**config.mk**
```make
export PLATFORM = sky130hd
export DESIGN_NAME = framed_packet_receiver
export DESIGN_NICKNAME = d
export VERILOG_FILES = /design/src/hw/rtl/fpr_pkg.sv /design/src/hw/rtl/fpr_ram.sv /design/src/hw/rtl/fpr_dpath.sv /design/src/hw/rtl/fpr_ctrl.sv /design/src/hw/rtl/framed_packet_receiver.sv
export VERILOG_INCLUDE_DIRS = /design/src /design/src/hw/rtl
export SDC_FILE = /design/constraint.sdc
export NUM_CORES = 1
export LEC_CHECK = 0
export ABC_CLOCK_PERIOD_IN_PS = 5750
export BUFFER_PORTS_ARGS = -buffer_cell sky130_fd_sc_hd__buf_2
export CAP_MARGIN = 25
export CORE_AREA = 2 2 164 166
export DETAILED_ROUTE_END_ITERATION = 12
export DIE_AREA = 0 0 166 168
export MAX_ROUTING_LAYER = met4
export PLACE_DENSITY = 0.74
export SKIP_LAST_GASP = 1
export SLEW_MARGIN = 40
export SYNTH_ARGS = -nofsm -noshare
export SYNTH_HDL_FRONTEND = slang
export SYNTH_SLANG_ARGS = --single-unit
```
**constraint.sdc**
```tcl
create_clock -name clk -period 5.75 [get_ports clk]
set_input_delay 1.15 -clock clk [delete_from_list [all_inputs] [get_ports clk]]
set_output_delay 1.15 -clock clk [all_outputs]
set_load 0.02 [all_outputs]
```
**src/hw/rtl/assert_macros.svh**
```systemverilog
// assertion macros of the receiver rtl
`ifndef ASSERT_MACROS_SVH
`define ASSERT_MACROS_SVH

`ifndef SYNTHESIS
`define FPR_ASSERT(lbl, clk, rstn, prop) \
  lbl: assert property (@(posedge clk) disable iff (!(rstn)) (prop)) \
    else $error("assertion failed");
`define FPR_ASSERT_IMPLY(lbl, clk, rstn, ante, cons) \
  `FPR_ASSERT(lbl, clk, rstn, (ante) |-> (cons))
`define FPR_ASSERT_NEXT(lbl, clk, rstn, ante, cons) \
  `FPR_ASSERT(lbl, clk, rstn, (ante) |=> (cons))
`else
`define FPR_ASSERT(lbl, clk, rstn, prop)
`define FPR_ASSERT_IMPLY(lbl, clk, rstn, ante, cons)
`define FPR_ASSERT_NEXT(lbl, clk, rstn, ante, cons)
`endif

`endif

```
**src/hw/rtl/fpr_pkg.sv**
```systemverilog
// types and constants of the framed packet receiver
package fpr_pkg;

  typedef enum logic [1:0] {
    KIND_PAYLOAD = 2'd0,
    KIND_EMPTY   = 2'd1,
    KIND_ACK     = 2'd2,
    KIND_ERROR   = 2'd3
  } fpr_kind_t;

  typedef enum logic [3:0] {
    S_WAIT,
    S_HEADER,
    S_SIZE,
    S_DATA,
    S_CHECK,
    S_RD,
    S_PL,
    S_EMPTY,
    S_ACK,
    S_ERR
  } fpr_state_t;

  typedef enum logic [1:0] {
    VSEL_ZERO,
    VSEL_RAM,
    VSEL_ACK
  } fpr_vsel_t;

  typedef enum logic [2:0] {
    ACK_MARK0,
    ACK_MARK1,
    ACK_HDR0,
    ACK_NULL,
    ACK_HDR1
  } fpr_ack_t;

  typedef enum logic {
    REG_START_MARKER  = 1'b0,
    REG_SETPOINT_PORT = 1'b1
  } fpr_reg_t;

  localparam logic [7:0] START_MARKER_RST  = 8'hAA;
  localparam logic [3:0] SETPOINT_PORT_RST = 4'h3;
  localparam logic [7:0] ACK_NULL_BYTE     = 8'h00;

  typedef struct packed {
    logic      hdr_load;
    logic      size_load;
    logic      data_wr;
    logic      emit_clr;
    logic      rd_en;
    logic      drain_inc;
    logic      ack_inc;
    logic      out_load;
    fpr_kind_t out_kind;
    fpr_vsel_t out_vsel;
    logic      out_last;
  } fpr_cmd_t;

  typedef struct packed {
    logic is_marker;
    logic size_over;
    logic size_zero;
    logic size_r_zero;
    logic fill_done;
    logic sum_match;
    logic drain_done;
    logic ack_done;
    logic out_free;
  } fpr_status_t;

endpackage

```
**src/hw/rtl/fpr_ram.sv**
```systemverilog
// generic single-port-write, registered-read ram
module fpr_ram #(
  parameter int WIDTH = 8,
  parameter int DEPTH = 30
) (
  input  logic                                     clk,
  input  logic                                     we,
  input  logic [((DEPTH > 1) ? $clog2(DEPTH) : 1)-1:0] waddr,
  input  logic [WIDTH-1:0]                         wdata,
  input  logic                                     re,
  input  logic [((DEPTH > 1) ? $clog2(DEPTH) : 1)-1:0] raddr,
  output logic [WIDTH-1:0]                         rdata
);

  logic [WIDTH-1:0] mem [DEPTH];

  always_ff @(posedge clk) begin
    if (we) begin
      mem[waddr] <= wdata;
    end
    if (re) begin
      rdata <= mem[raddr];
    end
  end

endmodule

```
**src/hw/rtl/fpr_dpath.sv**
```systemverilog
// receiver datapath: frame registers, checksum, payload store, output register
module fpr_dpath #(
  parameter int MAX_PAYLOAD = 30
) (
  input  logic                clk,
  input  logic                rst_n,
  input  fpr_pkg::fpr_cmd_t   cmd,
  output fpr_pkg::fpr_status_t st,
  input  logic [7:0]          rx_byte,
  input  logic [7:0]          start_marker,
  input  logic [3:0]          setpoint_port,
  input  logic                out_stall,
  output logic                out_valid,
  output logic [1:0]          out_kind,
  output logic [3:0]          out_port,
  output logic [1:0]          out_channel,
  output logic                out_to_setpoint,
  output logic [4:0]          out_length,
  output logic [4:0]          out_position,
  output logic [7:0]          out_value,
  output logic                out_last
);
  import fpr_pkg::*;

  localparam int AW = (MAX_PAYLOAD > 1) ? $clog2(MAX_PAYLOAD) : 1;
  localparam int CW = $clog2(MAX_PAYLOAD + 1);

  logic [7:0]    header_r, header_nxt;
  logic [7:0]    size_r, size_nxt;
  logic [7:0]    sum_r, sum_nxt;
  logic [CW-1:0] fill_r, fill_nxt;
  logic [CW-1:0] drain_r, drain_nxt;
  logic [2:0]    ack_r, ack_nxt;
  logic          valid_r, valid_nxt;
  logic [7:0]    ram_rdata;
  logic [7:0]    value_sel;
  logic [7:0]    drain_pos;

  fpr_ram #(.WIDTH(8), .DEPTH(MAX_PAYLOAD)) u_store (
    .clk  (clk),
    .we   (cmd.data_wr),
    .waddr(fill_r[AW-1:0]),
    .wdata(rx_byte),
    .re   (cmd.rd_en),
    .raddr(drain_r[AW-1:0]),
    .rdata(ram_rdata)
  );

  always_comb begin
    header_nxt = header_r;
    size_nxt   = size_r;
    sum_nxt    = sum_r;
    fill_nxt   = fill_r;
    drain_nxt  = drain_r;
    ack_nxt    = ack_r;
    if (cmd.hdr_load) begin
      header_nxt = rx_byte;
      sum_nxt    = rx_byte;
    end
    if (cmd.size_load) begin
      size_nxt = rx_byte;
      sum_nxt  = sum_r + rx_byte;
      fill_nxt = '0;
    end
    if (cmd.data_wr) begin
      sum_nxt  = sum_r + rx_byte;
      fill_nxt = fill_r + 1'b1;
    end
    if (cmd.emit_clr) begin
      drain_nxt = '0;
      ack_nxt   = '0;
    end
    if (cmd.drain_inc) begin
      drain_nxt = drain_r + 1'b1;
    end
    if (cmd.ack_inc) begin
      ack_nxt = ack_r + 3'd1;
    end
  end

  always_ff @(posedge clk) begin
    if (!rst_n) begin
      header_r <= '0;
      size_r   <= '0;
      sum_r    <= '0;
      fill_r   <= '0;
      drain_r  <= '0;
      ack_r    <= '0;
    end else begin
      header_r <= header_nxt;
      size_r   <= size_nxt;
      sum_r    <= sum_nxt;
      fill_r   <= fill_nxt;
      drain_r  <= drain_nxt;
      ack_r    <= ack_nxt;
    end
  end

  always_comb begin
    st.is_marker   = (rx_byte == start_marker);
    st.size_over   = (rx_byte > 8'(MAX_PAYLOAD));
    st.size_zero   = (rx_byte == 8'd0);
    st.size_r_zero = (size_r == 8'd0);
    st.fill_done   = ((9'(fill_r) + 9'd1) >= {1'b0, size_r});
    st.sum_match   = (sum_r == rx_byte);
    st.drain_done  = ((9'(drain_r) + 9'd1) >= {1'b0, size_r});
    st.ack_done    = (fpr_ack_t'(ack_r) == ACK_HDR1);
    st.out_free    = !valid_r || !out_stall;
  end

  always_comb begin
    value_sel = '0;
    case (cmd.out_vsel)
      VSEL_RAM: value_sel = ram_rdata;
      VSEL_ACK: begin
        case (fpr_ack_t'(ack_r))
          ACK_MARK0, ACK_MARK1: value_sel = start_marker;
          ACK_HDR0, ACK_HDR1:   value_sel = header_r;
          ACK_NULL:             value_sel = ACK_NULL_BYTE;
          default:              value_sel = '0;
        endcase
      end
      default: value_sel = '0;
    endcase
  end

  assign drain_pos = 8'(drain_r);

  // output register: takes a new beat when empty or as the current one leaves
  always_comb begin
    valid_nxt = valid_r;
    if (cmd.out_load) begin
      valid_nxt = 1'b1;
    end else if (!out_stall) begin
      valid_nxt = 1'b0;
    end
  end

  always_ff @(posedge clk) begin
    if (!rst_n) begin
      valid_r <= 1'b0;
    end else begin
      valid_r <= valid_nxt;
    end
  end

  always_ff @(posedge clk) begin
    if (cmd.out_load) begin
      out_kind        <= cmd.out_kind;
      out_port        <= header_r[7:4];
      out_channel     <= header_r[1:0];
      out_to_setpoint <= (header_r[7:4] == setpoint_port);
      out_length      <= size_r[4:0];
      out_position    <= (cmd.out_kind == KIND_PAYLOAD) ? drain_pos[4:0] : 5'd0;
      out_value       <= value_sel;
      out_last        <= cmd.out_last;
    end
  end

  assign out_valid = valid_r;

endmodule

```
**src/hw/rtl/fpr_ctrl.sv**
```systemverilog
// receiver controller: frame parsing and result sequencing
`include "assert_macros.svh"

module fpr_ctrl (
  input  logic                 clk,
  input  logic                 rst_n,
  input  logic                 in_valid,
  output logic                 in_stall,
  input  fpr_pkg::fpr_status_t st,
  output fpr_pkg::fpr_cmd_t    cmd
);
  import fpr_pkg::*;

  fpr_state_t state_r, state_nxt;

  always_ff @(posedge clk) begin
    if (!rst_n) begin
      state_r <= S_WAIT;
    end else begin
      state_r <= state_nxt;
    end
  end

  always_comb begin
    state_nxt = state_r;
    cmd       = '0;
    in_stall  = 1'b1;
    unique case (state_r)
      S_WAIT: begin
        in_stall = 1'b0;
        if (in_valid && st.is_marker) begin
          state_nxt = S_HEADER;
        end
      end
      S_HEADER: begin
        in_stall = 1'b0;
        // repeated markers keep us waiting for the header
        if (in_valid && !st.is_marker) begin
          cmd.hdr_load = 1'b1;
          state_nxt    = S_SIZE;
        end
      end
      S_SIZE: begin
        in_stall = 1'b0;
        if (in_valid) begin
          cmd.size_load = 1'b1;
          if (st.size_over) begin
            state_nxt = S_WAIT;
          end else if (st.size_zero) begin
            state_nxt = S_CHECK;
          end else begin
            state_nxt = S_DATA;
          end
        end
      end
      S_DATA: begin
        in_stall = 1'b0;
        if (in_valid) begin
          cmd.data_wr = 1'b1;
          if (st.fill_done) begin
            state_nxt = S_CHECK;
          end
        end
      end
      S_CHECK: begin
        in_stall = 1'b0;
        if (in_valid) begin
          if (st.sum_match) begin
            cmd.emit_clr = 1'b1;
            state_nxt    = st.size_r_zero ? S_EMPTY : S_RD;
          end else begin
            state_nxt = S_ERR;
          end
        end
      end
      S_RD: begin
        cmd.rd_en = 1'b1;
        state_nxt = S_PL;
      end
      S_PL: begin
        if (st.out_free) begin
          cmd.out_load  = 1'b1;
          cmd.out_kind  = KIND_PAYLOAD;
          cmd.out_vsel  = VSEL_RAM;
          cmd.drain_inc = 1'b1;
          state_nxt     = st.drain_done ? S_ACK : S_RD;
        end
      end
      S_EMPTY: begin
        if (st.out_free) begin
          cmd.out_load = 1'b1;
          cmd.out_kind = KIND_EMPTY;
          cmd.out_vsel = VSEL_ZERO;
          state_nxt    = S_ACK;
        end
      end
      S_ACK: begin
        if (st.out_free) begin
          cmd.out_load = 1'b1;
          cmd.out_kind = KIND_ACK;
          cmd.out_vsel = VSEL_ACK;
          cmd.out_last = st.ack_done;
          cmd.ack_inc  = 1'b1;
          if (st.ack_done) begin
            state_nxt = S_WAIT;
          end
        end
      end
      S_ERR: begin
        if (st.out_free) begin
          cmd.out_load = 1'b1;
          cmd.out_kind = KIND_ERROR;
          cmd.out_vsel = VSEL_ZERO;
          cmd.out_last = 1'b1;
          state_nxt    = S_WAIT;
        end
      end
      default: begin
        state_nxt = S_WAIT;
      end
    endcase
  end

  `FPR_ASSERT_IMPLY(a_load_only_when_free, clk, rst_n, cmd.out_load, st.out_free)
  `FPR_ASSERT_IMPLY(a_no_write_while_stalled, clk, rst_n, cmd.data_wr, !in_stall && in_valid)
  `FPR_ASSERT_IMPLY(a_last_closes_frame, clk, rst_n, cmd.out_load && cmd.out_last,
                    cmd.out_kind == KIND_ACK || cmd.out_kind == KIND_ERROR)
  `FPR_ASSERT_NEXT(a_last_returns_to_wait, clk, rst_n, cmd.out_load && cmd.out_last,
                   state_r == S_WAIT)

endmodule

```
**src/hw/rtl/framed_packet_receiver.sv**
```systemverilog
// top level of the framed packet receiver
// Takes one received byte per input beat (in_valid / in_stall) and deframes
// frames of marker, header, size, payload and an 8-bit additive checksum.
// While a frame is being received a byte is taken every cycle that in_valid
// is high; payload bytes go into a small store (one write port, registered read).
// After the checksum beat the input is stalled while results are sent on the
// out_ channel: each payload byte is read from the store and then loaded into
// the output register; each empty, acknowledge or error beat is loaded into it
// directly. The first result of a good frame with payload passes the store read
// state, the payload state and the output register; that of an empty or bad
// frame passes the empty or error state and the output register. Input is taken
// again as soon as the last result sits in the output register.
// out_stall freezes a valid output register and the sequencer behind it; nothing is lost.
// Reset (rst_n low, synchronous) returns to waiting for a start marker, clears
// the output valid and loads the marker 0xAA and setpoint port 3.
// The store needs no clearing: only entries written in the current frame
// are read. Registers: start marker at address 0, setpoint port at 4.
module framed_packet_receiver #(
  parameter int MAX_PAYLOAD = 30
) (
  input  logic        clk,
  input  logic        rst_n,
  input  logic        in_valid,
  output logic        in_stall,
  input  logic [7:0]  in_rx_byte,
  output logic        out_valid,
  input  logic        out_stall,
  output logic [1:0]  out_kind,
  output logic [3:0]  out_port,
  output logic [1:0]  out_channel,
  output logic        out_to_setpoint,
  output logic [4:0]  out_length,
  output logic [4:0]  out_position,
  output logic [7:0]  out_value,
  output logic        out_last,
  input  logic        cfg_psel,
  input  logic        cfg_penable,
  input  logic        cfg_pwrite,
  input  logic [2:0]  cfg_paddr,
  input  logic [31:0] cfg_pwdata,
  output logic [31:0] cfg_prdata,
  output logic        cfg_pready
);
  import fpr_pkg::*;

  logic [7:0]  marker_r, marker_nxt;
  logic [3:0]  sp_port_r, sp_port_nxt;
  logic        cfg_wr;
  fpr_reg_t    reg_sel;
  fpr_cmd_t    cmd;
  fpr_status_t st;

  assign cfg_pready = 1'b1;
  assign cfg_wr     = cfg_psel && cfg_penable && cfg_pwrite && cfg_pready;
  assign reg_sel    = fpr_reg_t'(cfg_paddr[2]);

  always_comb begin
    marker_nxt  = marker_r;
    sp_port_nxt = sp_port_r;
    cfg_prdata  = '0;
    unique case (reg_sel)
      REG_START_MARKER: begin
        cfg_prdata = {24'd0, marker_r};
        if (cfg_wr) begin
          marker_nxt = cfg_pwdata[7:0];
        end
      end
      REG_SETPOINT_PORT: begin
        cfg_prdata = {28'd0, sp_port_r};
        if (cfg_wr) begin
          sp_port_nxt = cfg_pwdata[3:0];
        end
      end
      default: begin
        cfg_prdata = '0;
      end
    endcase
  end

  always_ff @(posedge clk) begin
    if (!rst_n) begin
      marker_r  <= START_MARKER_RST;
      sp_port_r <= SETPOINT_PORT_RST;
    end else begin
      marker_r  <= marker_nxt;
      sp_port_r <= sp_port_nxt;
    end
  end

  fpr_ctrl u_ctrl (
    .clk     (clk),
    .rst_n   (rst_n),
    .in_valid(in_valid),
    .in_stall(in_stall),
    .st      (st),
    .cmd     (cmd)
  );

  fpr_dpath #(.MAX_PAYLOAD(MAX_PAYLOAD)) u_dpath (
    .clk            (clk),
    .rst_n          (rst_n),
    .cmd            (cmd),
    .st             (st),
    .rx_byte        (in_rx_byte),
    .start_marker   (marker_r),
    .setpoint_port  (sp_port_r),
    .out_stall      (out_stall),
    .out_valid      (out_valid),
    .out_kind       (out_kind),
    .out_port       (out_port),
    .out_channel    (out_channel),
    .out_to_setpoint(out_to_setpoint),
    .out_length     (out_length),
    .out_position   (out_position),
    .out_value      (out_value),
    .out_last       (out_last)
  );

endmodule

```
==> impl_metrics.py <==
metrics = {
    "synth": {
        "synth_warnings": 0,
        "syn-instance-count": 912,
        "yosysMostFrequentCell": "edfxtp_1",
        "synth.cell_area_mm2": 0.01422,
        "synth.top_cell.area_share_pct": 58.28,
        "synth_commonest_cells": "276 x edfxtp_1, 77 x nor2_1, 72 x mux4_2",
        "synth_area_leaders": "edfxtp_1 58%, mux4_2 11%, dfxtp_1 7.6%",
        "yosysTopAreaCell": "edfxtp_1",
        "synth_seq_area_share_pct": 65.89,
        "synth-edff-count": 276,
        "synth-async-reset-ratio_pct": 0,
        "synth-seq-cells": 330,
        "synth_ff_type": "edfxtp_1",
        "synth_cell_types": 58,
        "synth.avg_cell_area_um2": 15.59,
    },
    "routing": {
        "num_vias": 7875,
        "top_layer": "met4",
        "wl_met1_um": 12310,
        "wl_per_cell_um": 22.15,
        "wl_met2_um": 14460,
        "routed-wl-met3_um": 2055,
        "drt_iter0_drc": 791,
        "avgViaCountPerCell": 5.881,
        "wl_um": 29660,
        "drc_errors": 0,
        "antenna_left": 0,
        "drt-pass1-iter-count": 5,
    },
    "floorplan": {
        "fp.coreArea_mm2": 0.02635,
        "initial_core_util_pct": 53.96,
        "dieArea_mm2": 0.02789,
        "ios": 113,
        "die_height_um": 168,
        "fp.dieW_um": 166,
        "num_rows": 60,
    },
    "placed_design": {
        "postPlaceCellArea_mm2": 0.01477,
        "place_hpwl_um": 18480,
        "portBuffers": 61,
        "pre_cts_slack_ns": 1.778,
        "place_congestion": 0.8388,
    },
    "critical_path": {
        "cp_data_arrival_time_ns": 3.84,
        "rr_worst_depth": 6,
        "critical_path_class": "in -> reg",
        "crit_fanout": 37,
        "crit_path_end_kind": "flop",
        "worstPathRequired_ns": 6.11,
        "cp-start-kind": "input pin",
    },
    "timing": {
        "fin_crit_sh_pct": 60.44,
        "setup_viol": 0,
        "period_minus_slack_ns": 3.475,
        "hold_slack_ns": 0.4658,
        "fin_tns_setup_ns": 0,
        "post-route-worst-setup-slack_ns": 2.275,
        "tightestPinTransition_ns": 0.8242,
        "slew_headroom_pct": 44.85,
        "hold_viol": 0,
        "skew_ns": 0.01678,
        "grt_setup_unrepaired": "no",
        "fmax_mhz": 287.8,
        "drv_slew": 0,
    },
    "power_and_ir_drop": {
        "leakage_nw": 5.324,
        "report.power.total_mw": 4.971,
        "ir_worst_vdd_mv": 0.3028,
        "power_density_mw_per_mm2": 313.0,
    },
    "clock_tree": {
        "cts_buffers": 35,
        "clock_latency_ns": 0.52,
        "ctsResizeCount": 0,
        "path_clk_slew_ns": 0.05,
        "clk_path_buf_depth": 3,
        "hold_buffers": 0,
        "post-cts-setup-buffer-count": 0,
        "cts_max_level": 2,
        "cts_tree": "done",
        "cts-root-buf": "clkbuf_16",
        "numClockSinks": 330,
    },
    "finish": {
        "diodes": 0,
        "fillerInstances": 1967,
        "areaGrowthSynthToFinish_pct": 11.69,
        "finalInstanceArea_mm2": 0.01588,
        "nNetsFinal": 1054,
        "drive_gt1_share_pct": 23.55,
    },
    "grt": {
        "grt_use_total_pct": 22.19,
        "antenna_found_initial": 0,
        "grt_pass1_vias": 7562,
        "grt_overflow": 0,
        "grt_max_degree": 46,
        "grt_pass1_wl_um": 45270,
    },
    "run_status": {
        "outcome": "complete, no violations",
    },
    "hold_path": {
        "worstHoldPathCells": 2,
        "hp-class": "reg -> reg",
    },
    "job": {
        "drv_cap": 0,
    },
}
## registers in the layout, summed over array words and instances (netlist names)
name                     flops
u_dpath.out_channel          2
u_dpath.sum_r                8
u_dpath.out_port             4
u_dpath.out_position         5
u_dpath.u_store.rdata        8
marker_r                     8
u_dpath.out_value            8
u_dpath.out_to_setpoint      1
u_dpath.header_r             8
u_dpath.out_valid            1
u_dpath.out_last             1
u_dpath.size_r               8
u_dpath.out_length           5
u_ctrl.state_r               4
u_dpath.fill_r               5
sp_port_r                    4
u_dpath.ack_r                3
u_dpath.u_store.mem        240
u_dpath.out_kind             2
u_dpath.drain_r              5
## path summary, 6_finish.rpt
path	to	slack, ns	from
max reg2reg	u_dpath.u_store.rdata[4]	2.58	u_dpath.drain_r[0]
min reg2reg	u_dpath.sum_r[3]	0.47	u_dpath.sum_r[3]
min	u_dpath.sum_r[3]	0.47	u_dpath.sum_r[3]
max	u_dpath.drain_r[3]	2.27	in_rx_byte[2]
## cells in the final DEF (no fill, tap or decap), types with 4 or more instances in the layout
cell type	netlist	routed
nand3b_1	5	5
nand3_1	25	25
a211oi_1	8	8
o21ai_0	15	15
buf_2	10	61
clkinv_2	0	5
a22oi_1	13	13
nor2_1	77	65
a22o_1	8	8
inv_1	18	18
and3_1	5	5
or3_1	6	6
nor4_1	5	5
mux2i_1	17	17
nor2b_1	14	14
o211ai_1	4	4
nand2_1	50	50
nor3_1	7	7
ha_1	29	29
edfxtp_1	276	276
nor2_2	0	12
nand2b_1	6	6
xor2_1	18	18
conb_1	2	25
and2_1	10	10
a21oi_1	32	30
clkbuf_1	32	14
xnor2_1	6	6
buf_4	26	13
clkbuf_16	0	37
mux4_2	72	72
dfxtp_1	54	52
mux2_2	20	20
## metal layers
layer / vias up / GRT usage [%]
li1: 3585 / -
met5: - / -
met1: 3958 / 29.34
met2: 280 / 34.98
met4: 0 / 7.561
met3: 52 / 4.372
## cell type report
type	count	area, um2	share of cell area (%)
Clock inverter	8	87.58	0.5515
Sequential cell	330	9374	59.02
Timing Repair Buffer	76	442.9	2.789
Clock buffer	53	1006	6.334
Multi-Input combinational cell	512	4472	28.16
Tap cell	341	426.7	2.687
Inverter	19	72.57	0.4569
## power breakdown
part / switching, mW / total [mW] / internal, mW
sequential: 0.0116 / 2.61 / 2.60
combinational: 0.142 / 0.204 / 0.0621
clock: 0.864 / 2.16 / 1.29
## logic make-up after synthesis
logic type                 share of synthesized area [%]
DFF                                                65.89
and+or+nand+nor                                    7.338
muxes                                              14.26
AOI/OAI and AO/OA                                  4.752
buffers and inverters                              3.537
adders and majority gates                          2.692
xor gates and xnor gates                           1.478
other                                            0.05281
## worst max-delay path: stages
cell     delay (ns)
buf_2          0.58
ha_1           0.39
or4_1          0.54
nor4_2         0.25
nand3_1        0.35
and2_1         0.31
o21ai_0        0.17
a21oi_1        0.09
## per-stage QoR
stage | utilization [%] | cells
2_1_floorplan | - | 935
3_3_place_gp | 55.85 | 1276
3_5_place_dp | 56.06 | 1278
4_1_cts | 60.21 | 1339
5_1_grt | 60.27 | 1339
6_report | 60.27 | 1339
Note: power is estimated with default switching activity, not from simulation.
